<file path="src/hdl/pmd_pkg.sv">
package pmd_pkg;

  localparam logic [1:0] MODE_GENERIC = 2'd0;
  localparam logic [1:0] MODE_WHEEL   = 2'd1;
  localparam logic [1:0] MODE_FIVE    = 2'd2;

  localparam logic [1:0] REG_MOUSE_MODE = 2'd0;
  localparam logic [1:0] REG_X_LIMIT    = 2'd1;
  localparam logic [1:0] REG_Y_LIMIT    = 2'd2;

  localparam logic [15:0] LIMIT_RESET = 16'hffff;

  localparam int unsigned SYNC_BIT = 3;

  localparam logic [8:0] DELTA_POS_SAT = 9'h0ff;
  localparam logic [8:0] DELTA_NEG_SAT = 9'h101;

  localparam int unsigned QUEUE_DEPTH = 2;
  localparam int unsigned QPTR_W      = $clog2(QUEUE_DEPTH);
  localparam int unsigned QCNT_W      = $clog2(QUEUE_DEPTH + 1);

  typedef struct packed {
    logic [1:0] mode;
    logic [7:0] b0;
    logic [7:0] b1;
    logic [7:0] b2;
    logic [7:0] b3;
  } pkt_t;

endpackage

</file>
<file path="src/hdl/pmd_front.sv">
module pmd_front (
  input  logic           clk,
  input  logic           rst_n,
  input  logic           in_valid,
  output logic           in_stall,
  input  logic [7:0]     in_data_byte,
  input  logic [1:0]     mouse_mode,
  input  logic           q_full,
  output logic           q_push,
  output pmd_pkg::pkt_t  q_pkt
);

  logic [1:0] byte_index_r;
  logic [1:0] byte_index_nxt;
  logic [7:0] pkt_r [0:2];
  logic       four;
  logic [1:0] last;
  logic       accept;
  logic       drop;
  logic       complete;

  always_comb begin
    unique case (mouse_mode) inside
      pmd_pkg::MODE_WHEEL, pmd_pkg::MODE_FIVE: four = 1'b1;
      default:                                 four = 1'b0;
    endcase
  end

  assign last     = four ? 2'd3 : 2'd2;
  assign in_stall = q_full;
  assign accept   = in_valid && !in_stall;
  assign drop     = (byte_index_r == 2'd0) && !in_data_byte[pmd_pkg::SYNC_BIT];
  assign complete = !drop && (byte_index_r >= last);
  assign q_push   = accept && complete;

  always_comb begin
    q_pkt.mode = mouse_mode;
    q_pkt.b0   = pkt_r[0];
    q_pkt.b1   = pkt_r[1];
    q_pkt.b2   = (byte_index_r == 2'd2) ? in_data_byte : pkt_r[2];
    q_pkt.b3   = four ? in_data_byte : 8'd0;
  end

  always_comb begin
    byte_index_nxt = byte_index_r;
    if (accept && !drop) begin
      byte_index_nxt = complete ? 2'd0 : byte_index_r + 2'd1;
    end
  end

  always_ff @(posedge clk) begin
    if (!rst_n) begin
      byte_index_r <= 2'd0;
    end else begin
      byte_index_r <= byte_index_nxt;
    end
  end

  always_ff @(posedge clk) begin
    if (accept && !drop && !complete && byte_index_r != 2'd3) begin
      pkt_r[byte_index_r] <= in_data_byte;
    end
  end

endmodule

</file>
<file path="src/hdl/pmd_queue.sv">
module pmd_queue (
  input  logic           clk,
  input  logic           rst_n,
  input  logic           push,
  input  pmd_pkg::pkt_t  push_pkt,
  output logic           full,
  input  logic           pop,
  output logic           head_valid,
  output pmd_pkg::pkt_t  head_pkt
);

  pmd_pkg::pkt_t                  mem_r [0:pmd_pkg::QUEUE_DEPTH-1];
  logic [pmd_pkg::QPTR_W-1:0]     wr_ptr_r;
  logic [pmd_pkg::QPTR_W-1:0]     rd_ptr_r;
  logic [pmd_pkg::QCNT_W-1:0]     count_r;
  logic [pmd_pkg::QCNT_W-1:0]     count_nxt;
  logic                           do_push;
  logic                           do_pop;

  assign full       = (count_r == pmd_pkg::QCNT_W'(pmd_pkg::QUEUE_DEPTH));
  assign head_valid = (count_r != '0);
  assign head_pkt   = mem_r[rd_ptr_r];
  assign do_push    = push && !full;
  assign do_pop     = pop && head_valid;

  always_comb begin
    count_nxt = count_r;
    if (do_push && !do_pop) begin
      count_nxt = count_r + 1'b1;
    end else if (do_pop && !do_push) begin
      count_nxt = count_r - 1'b1;
    end
  end

  always_ff @(posedge clk) begin
    if (!rst_n) begin
      wr_ptr_r <= '0;
      rd_ptr_r <= '0;
      count_r  <= '0;
    end else begin
      count_r <= count_nxt;
      if (do_push) begin
        wr_ptr_r <= wr_ptr_r + 1'b1;
      end
      if (do_pop) begin
        rd_ptr_r <= rd_ptr_r + 1'b1;
      end
    end
  end

  always_ff @(posedge clk) begin
    if (do_push) begin
      mem_r[wr_ptr_r] <= push_pkt;
    end
  end

endmodule

</file>
<file path="src/hdl/pmd_back.sv">
module pmd_back #(
  parameter int POSITION_WIDTH = 16
) (
  input  logic                clk,
  input  logic                rst_n,
  input  logic                head_valid,
  input  pmd_pkg::pkt_t       head_pkt,
  output logic                pop,
  input  logic [15:0]         x_limit,
  input  logic [15:0]         y_limit,
  output logic                out_valid,
  input  logic                out_stall,
  output logic [15:0]         out_abs_x,
  output logic [15:0]         out_abs_y,
  output logic signed [8:0]   out_delta_x,
  output logic signed [8:0]   out_delta_y,
  output logic [4:0]          out_buttons,
  output logic signed [7:0]   out_wheel
);

  localparam int W  = POSITION_WIDTH;
  localparam int SW = W + 2;
  localparam int CW = (W > 16) ? W : 16;

  logic                 out_valid_r;
  logic [15:0]          abs_x_r;
  logic [15:0]          abs_y_r;
  logic signed [8:0]    delta_x_r;
  logic signed [8:0]    delta_y_r;
  logic [4:0]           buttons_r;
  logic signed [7:0]    wheel_r;
  logic [W-1:0]         pos_x_r;
  logic [W-1:0]         pos_y_r;
  logic [W-1:0]         pos_x_nxt;
  logic [W-1:0]         pos_y_nxt;
  logic signed [8:0]    dx;
  logic signed [8:0]    dy;
  logic [4:0]           buttons;
  logic signed [7:0]    wheel;
  logic [W-1:0]         lim_x;
  logic [W-1:0]         lim_y;

  function automatic logic signed [8:0] make_delta(input logic [7:0] mag,
                                                   input logic sign,
                                                   input logic ovf);
    logic signed [8:0] d;
    if (ovf) begin
      d = sign ? pmd_pkg::DELTA_NEG_SAT : pmd_pkg::DELTA_POS_SAT;
    end else begin
      d = {sign, mag};
    end
    return d;
  endfunction

  function automatic logic [W-1:0] cap_limit(input logic [15:0] limit);
    logic [CW-1:0] lim_e;
    logic [CW-1:0] max_e;
    lim_e = CW'(limit);
    max_e = CW'({W{1'b1}});
    if (lim_e > max_e) begin
      lim_e = max_e;
    end
    return lim_e[W-1:0];
  endfunction

  function automatic logic [W-1:0] move_axis(input logic [W-1:0] pos,
                                             input logic signed [8:0] delta,
                                             input logic [W-1:0] lim);
    logic signed [SW-1:0] v;
    logic [W-1:0]         r;
    v = $signed({2'b00, pos}) + $signed({{(SW-9){delta[8]}}, delta});
    if (v < 0) begin
      r = '0;
    end else if (v > $signed({2'b00, lim})) begin
      r = lim;
    end else begin
      r = v[W-1:0];
    end
    return r;
  endfunction

  assign pop   = head_valid && (!out_valid_r || !out_stall);
  assign dx    = make_delta(head_pkt.b1, head_pkt.b0[4], head_pkt.b0[6]);
  assign dy    = make_delta(head_pkt.b2, head_pkt.b0[5], head_pkt.b0[7]);
  assign lim_x = cap_limit(x_limit);
  assign lim_y = cap_limit(y_limit);
  assign pos_x_nxt = move_axis(pos_x_r, dx, lim_x);
  assign pos_y_nxt = move_axis(pos_y_r, dy, lim_y);

  always_comb begin
    buttons = {2'b00, head_pkt.b0[2:0]};
    wheel   = '0;
    unique case (head_pkt.mode)
      pmd_pkg::MODE_WHEEL: begin
        wheel = head_pkt.b3;
      end
      pmd_pkg::MODE_FIVE: begin
        wheel   = {{4{head_pkt.b3[3]}}, head_pkt.b3[3:0]};
        buttons = {head_pkt.b3[5], head_pkt.b3[4], head_pkt.b0[2:0]};
      end
      default: begin
        wheel = '0;
      end
    endcase
  end

  always_ff @(posedge clk) begin
    if (!rst_n) begin
      out_valid_r <= 1'b0;
      pos_x_r     <= '0;
      pos_y_r     <= '0;
    end else begin
      if (pop) begin
        out_valid_r <= 1'b1;
        pos_x_r     <= pos_x_nxt;
        pos_y_r     <= pos_y_nxt;
      end else if (!out_stall) begin
        out_valid_r <= 1'b0;
      end
    end
  end

  always_ff @(posedge clk) begin
    if (pop) begin
      abs_x_r   <= 16'(pos_x_nxt);
      abs_y_r   <= 16'(pos_y_nxt);
      delta_x_r <= dx;
      delta_y_r <= dy;
      buttons_r <= buttons;
      wheel_r   <= wheel;
    end
  end

  assign out_valid   = out_valid_r;
  assign out_abs_x   = abs_x_r;
  assign out_abs_y   = abs_y_r;
  assign out_delta_x = delta_x_r;
  assign out_delta_y = delta_y_r;
  assign out_buttons = buttons_r;
  assign out_wheel   = wheel_r;

endmodule

</file>
<file path="src/hdl/ps2_mouse_packet_decoder.sv">
// Channel  Direction  Handshake           Payload
// in_      input      in_valid/in_stall   in_data_byte[7:0]
// out_     output     out_valid/out_stall abs_x, abs_y, delta_x, delta_y, buttons, wheel
// cfg_     input      cfg_valid/cfg_ready cfg_index[1:0], cfg_data[15:0]
//
// One byte per cycle while in_stall is low. A completed packet passes through a
// two-entry packet queue into the output register.
// Synchronous active-low reset clears the byte counter, queue and positions;
// limits reset to 65535, mode to generic.
// in_stall rises only while the queue is full; out_stall holds the output register.
module ps2_mouse_packet_decoder #(
  parameter int POSITION_WIDTH = 16
) (
  input  logic               clk,
  input  logic               rst_n,
  input  logic               in_valid,
  output logic               in_stall,
  input  logic [7:0]         in_data_byte,
  output logic               out_valid,
  input  logic               out_stall,
  output logic [15:0]        out_abs_x,
  output logic [15:0]        out_abs_y,
  output logic signed [8:0]  out_delta_x,
  output logic signed [8:0]  out_delta_y,
  output logic [4:0]         out_buttons,
  output logic signed [7:0]  out_wheel,
  input  logic               cfg_valid,
  output logic               cfg_ready,
  input  logic [1:0]         cfg_index,
  input  logic [15:0]        cfg_data
);

  logic [1:0]     mouse_mode_r;
  logic [15:0]    x_limit_r;
  logic [15:0]    y_limit_r;
  logic           q_push;
  logic           q_full;
  pmd_pkg::pkt_t  push_pkt;
  pmd_pkg::pkt_t  head_pkt;
  logic           head_valid;
  logic           pop;

  assign cfg_ready = 1'b1;

  always_ff @(posedge clk) begin
    if (!rst_n) begin
      mouse_mode_r <= pmd_pkg::MODE_GENERIC;
      x_limit_r    <= pmd_pkg::LIMIT_RESET;
      y_limit_r    <= pmd_pkg::LIMIT_RESET;
    end else if (cfg_valid && cfg_ready) begin
      unique case (cfg_index)
        pmd_pkg::REG_MOUSE_MODE: mouse_mode_r <= cfg_data[1:0];
        pmd_pkg::REG_X_LIMIT:    x_limit_r    <= cfg_data;
        pmd_pkg::REG_Y_LIMIT:    y_limit_r    <= cfg_data;
        default: begin
        end
      endcase
    end
  end

  pmd_front u_front (
    .clk          (clk),
    .rst_n        (rst_n),
    .in_valid     (in_valid),
    .in_stall     (in_stall),
    .in_data_byte (in_data_byte),
    .mouse_mode   (mouse_mode_r),
    .q_full       (q_full),
    .q_push       (q_push),
    .q_pkt        (push_pkt)
  );

  pmd_queue u_queue (
    .clk        (clk),
    .rst_n      (rst_n),
    .push       (q_push),
    .push_pkt   (push_pkt),
    .full       (q_full),
    .pop        (pop),
    .head_valid (head_valid),
    .head_pkt   (head_pkt)
  );

  pmd_back #(
    .POSITION_WIDTH (POSITION_WIDTH)
  ) u_back (
    .clk         (clk),
    .rst_n       (rst_n),
    .head_valid  (head_valid),
    .head_pkt    (head_pkt),
    .pop         (pop),
    .x_limit     (x_limit_r),
    .y_limit     (y_limit_r),
    .out_valid   (out_valid),
    .out_stall   (out_stall),
    .out_abs_x   (out_abs_x),
    .out_abs_y   (out_abs_y),
    .out_delta_x (out_delta_x),
    .out_delta_y (out_delta_y),
    .out_buttons (out_buttons),
    .out_wheel   (out_wheel)
  );

endmodule

</file>
<file path="config.mk">
export PLATFORM = sky130hd
export DESIGN_NAME = ps2_mouse_packet_decoder
export DESIGN_NICKNAME = d
export VERILOG_FILES = /design/src/hdl/pmd_pkg.sv /design/src/hdl/pmd_front.sv /design/src/hdl/pmd_queue.sv /design/src/hdl/pmd_back.sv /design/src/hdl/ps2_mouse_packet_decoder.sv
export SDC_FILE = /design/constraint.sdc
export NUM_CORES = 1
export LEC_CHECK = 0
export ABC_AREA = 1
export BUFFER_PORTS_ARGS = -buffer_cell sky130_fd_sc_hd__buf_4
export CAP_MARGIN = 20
export CORE_MARGIN = 10
export CORE_UTILIZATION = 30
export DETAILED_ROUTE_END_ITERATION = 10
export PLACE_DENSITY = 0.51
export SETUP_SLACK_MARGIN = 0.4
export SLEW_MARGIN = 20
export SYNTH_ARGS = -nofsm -noshare
export SYNTH_HDL_FRONTEND = slang
export SYNTH_SLANG_ARGS = --single-unit
</file>
<file path="constraint.sdc">
create_clock -name clk -period 4.6 [get_ports clk]
set_input_delay 0.69 -clock clk [delete_from_list [all_inputs] [get_ports clk]]
set_output_delay 0.69 -clock clk [all_outputs]
set_load 0.02 [all_outputs]
</file>
==> run summary <==
* 4.89 ns — critical path required time
* 31000 um — Routed WL
* 4.01 ns — clock period minus worst slack
* input port to flip-flop — path class of the lowest-slack min-delay path
* 0.00659 uW — Pleak
* 3980 — fillcell total
* completed — result of the run
* 0 — residual DRC count
* 226 — Yosys reg bits
* sky130_fd_sc_hd__edfxtp_1 — Post-synth top flop
* 8677 — via count of the first global-routing pass
* 17.6% — Clk pwr share
* u_back.out_abs_x[4]$_DFFE_PP_ — r2r endpoint
* cfg_data[5] — launch instance of the worst min-delay path
* 6050 um^2 — register cell area after layout
* 25.2% — part of the total power dissipated in sequential elements
* 464 — 1st-iter DRT viols
* sky130_fd_sc_hd__dfxtp_4 — slowest cell on the critical path
* 0.59 ns — worst-case register-to-register setup slack
* 0% — proportion of synthesized flip-flops having asynchronous set or reset
* 4.30 ns — arrival time at the worst endpoint
* 0.55 ns — insertion delay to the later sink of the worst-skew pair
* x_limit_r[5]$_SDFFE_PN1P_ — worst hold endpoint
* 1 — H-tree depth
* 3 — cell depth of the worst hold path
* 219 um — height of the die
* 219 um — die width
* 0 — Hold Fails Final Rpt
* 27 — Num CTS Buffers
* 37.5% — share of the core filled with cells in the final layout
* 30.2% — effective utilization at floorplan
* 0 — number of endpoints failing setup at the final stage
* false — setup repair after global routing missed its margin
* 1490 — final-stage net count
* 12.5% — total routing usage reported by global routing
* 5710 uW — power spent charging and discharging nets
* 1861 — placed cell count
* 0.372 ns — worst hold margin
* 50.6% — sequential cell area fraction in the yosys report
* 73 — placement row count
* 24.2% — synthesis-to-finish area growth
* 0.44 ns — largest stage delay on the critical path
* sky130_fd_sc_hd__edfxtp_1, sky130_fd_sc_hd__dfxtp_1, sky130_fd_sc_hd__ha_1 — cells taking the most area after synthesis
* yes — clock tree from TritonCTS
* sky130_fd_sc_hd__nand2_1 — crit-path most repeated cell
* 6900 uW — design internal power
* 0 — final-report max-slew violation count
* 0.06 ns — clk slew on worst S/H paths
* 1376 — Post-Syn Nets
* 11 — largest fanout on the critical path
* 0 — number of antenna violations at the first check in global routing
* 0 — gr ovfl total
* 38.2% — post-synth top area share
* 0 ns — Setup TNS Final
* 0.875 — final weighted congestion in routability-driven placement
* 11900 um^2 — netlist area before placement
* 57.2% — part of the power in combinational logic
* flip-flop to flip-flop — Worst Path Class, Setup
* 5 — iteration count of the initial detailed-routing pass
* 25.2% — fraction of final layout cells sized beyond drive strength 1
* sky130_fd_sc_hd__clkbuf_16 — library cell used as clock root buffer
* 0.249 GHz — maximum operating frequency
* 4.53 — via count normalized by instance count
* 12600 uW — Pwr Total
* 851 nW/um^2 — Power per Cell Area
* flip-flop — launching element type of the critical path
* sky130_fd_sc_hd__nand2_1 — cell with the most instances after synthesis
* 0 — total of hold buffers inserted after clock tree synthesis
* 1267 — Synth Instances
* 39500 um^2 — area of the placeable core
* 72 — largest net degree at the start of global routing
* 46 — count of different cell masters after synthesis
* 87.2% — final period utilization
* 8721 — vias after detailed routing
* 5390 um^2 — area taken by multi-input logic gates
* 9.42 um^2 — average size of a mapped cell
* 0.595 mV — VDD IR-drop max
* 22300 um — post-detailed-placement half-perimeter wirelength
* sky130_fd_sc_hd__edfxtp_1 — cell taking the most area after synthesis
* 0 — reported max-cap violation count
* sky130_fd_sc_hd__nand2_1, sky130_fd_sc_hd__inv_1, sky130_fd_sc_hd__edfxtp_1, sky130_fd_sc_hd__nor2_1, sky130_fd_sc_hd__o21ai_0 — most instantiated cells after synthesis
* 97 — number of placed I/O pins
* 0 — Antenna Diode Count
* 0 — final antenna-violating net count
* 0 — Synthesis Warnings
* 27 — Reg2Reg Depth
* 0.975 ns — slew at the pin closest to its max-slew limit
* 47900 um — first-pass GRT wire length
* 45.3% — switching part of the total power
* 48200 um^2 — die area
* 226 — clock tree sinks
* 3 — CTS Buffer Depth
* flip-flop — CP Capture Type
* 152 — number of enable flip-flop cells after synthesis
* 34.5% — max_slew headroom
* 16.1 um — Wirelength per Cell
* 0.0118 ns — worst setup skew after layout
* 95 — count of input and output buffers
* 1926 — Final Non-Filler Cells
[routing by layer]
layer / vias to the layer above / track usage (%) / part of all wire [%]
li1: 4455 / - / -
met2: 153 / 21.2 / 48
met4: 0 / 3.22 / 2.3
met3: 41 / 1.92 / 4.1
met1: 4072 / 16.2 / 46
met5: - / 0 / 0
[worst max-delay path by stage]
stage	to	slack [ns]	cells past startpoint
2_1_floorplan	u_back.out_abs_x[1]$_DFFE_PP_	0.64	28
3_3_place_gp	u_back.out_abs_y[10]$_DFFE_PP_	0.25	24
3_5_place_dp	u_back.out_abs_y[10]$_DFFE_PP_	0.22	24
4_1_cts	u_back.out_abs_x[11]$_DFFE_PP_	0.40	29
5_1_grt	u_back.out_abs_y[2]$_DFFE_PP_	0.36	29
6_report	u_back.out_abs_x[4]$_DFFE_PP_	0.59	27
[cell type report]
| type | count | share of cell area [%] |
|---|---|---|
| Clock inverter | 15 | 1.43 |
| Timing Repair Buffer | 123 | 6.84 |
| Tap cell | 525 | 4.43 |
| Sequential cell | 226 | 40.8 |
| Clock buffer | 34 | 4.80 |
| Multi-Input combinational cell | 799 | 36.3 |
| Inverter | 204 | 5.35 |
[power by group through the flow]
stage / Combinational (uW) / Clock (uW) / Sequential, uW
6_report: 7210 / 2220 / 3180
5_1_grt: 8040 / 2370 / 3240
3_3_place_gp: 6410 / 0 / 3180
4_1_cts: 6590 / 2280 / 3150
2_1_floorplan: 4470 / 0 / 3450
3_5_place_dp: 6430 / 0 / 3180
[kinds of logic after synthesis]
| family | after synthesis | synth area share, % |
|---|---|---|
| XOR/XNOR | 19 | 1.39 |
| flip-flops | 226 | 50.6 |
| adder cells (fa/ha/maj) | 78 | 8.30 |
| multiplexers | 2 | 0.168 |
| AND/OR/NAND/NOR | 478 | 19.7 |
| buffers and inverters | 244 | 8.68 |
| other | 1 | 0.0314 |
| AO/OA/AOI/OAI | 219 | 11.0 |
[critical path, delay by kind of cell (launching register included)]
kind	cells	cell delay, ns
and+or+nand+nor	17	1.89
AOI/OAI and AO/OA	2	0.27
buffers and inverters	5	0.36
adders and majority gates	2	0.53
xor gates and xnor gates	1	0.26
DFF	1	0.44
[repair_timing]
action	4_1_cts	5_1_grt
setup buffers	2	8
endpoints found under the hold margin	0	0
endpoints found under the setup margin	58	64
gates resized for setup	11	101
cloned	1	5
pin swaps	4	24
[flip-flops by register name, indices dropped and copies added (netlist names), named ones only]
signal	cells
mouse_mode_r	2
u_back.out_valid	1
u_front.pkt_r	23
x_limit_r	16
u_back.out_abs_y	16
u_front.byte_index_r	2
y_limit_r	16
u_back.out_abs_x	16
u_back.pos_y_r	16
u_queue.rd_ptr_r	1
u_back.out_delta_x	9
u_queue.wr_ptr_r	1
u_back.out_delta_y	9
u_back.out_buttons	5
u_back.out_wheel	8
u_queue.mem_r	66
u_queue.count_r	2
u_back.pos_x_r	16
[stage by stage]
step                      instance area, um^2  setup WS, ns
after floorplan                         11900         0.642
after global placement                  13200         0.248
after detailed placement                13200         0.220
after CTS                               14200         0.402
after global routing                    14800         0.362
final                                   14800         0.589
[layout by cell type (no fill, tap or decap), types with 11 or more instances in the layout]
cell type / Yosys / layout
sky130_fd_sc_hd__nand2_1: 210 / 203
sky130_fd_sc_hd__inv_1: 198 / 187
sky130_fd_sc_hd__edfxtp_1: 152 / 152
sky130_fd_sc_hd__buf_4: 1 / 112
sky130_fd_sc_hd__o21ai_0: 82 / 81
sky130_fd_sc_hd__nor2_1: 91 / 78
sky130_fd_sc_hd__dfxtp_1: 74 / 73
sky130_fd_sc_hd__nand3_1: 71 / 65
sky130_fd_sc_hd__ha_1: 76 / 57
sky130_fd_sc_hd__a21oi_1: 63 / 55
sky130_fd_sc_hd__o211ai_1: 34 / 34
sky130_fd_sc_hd__nand2_2: 28 / 33
sky130_fd_sc_hd__a21oi_2: 26 / 31
sky130_fd_sc_hd__nand3_2: 27 / 29
sky130_fd_sc_hd__clkbuf_16: 0 / 29
sky130_fd_sc_hd__ha_4: 0 / 18
sky130_fd_sc_hd__nand2_4: 14 / 14
sky130_fd_sc_hd__xor2_1: 14 / 13
sky130_fd_sc_hd__nor2_2: 2 / 12
sky130_fd_sc_hd__inv_2: 3 / 11
Note: power is estimated with default switching activity, not from simulation.
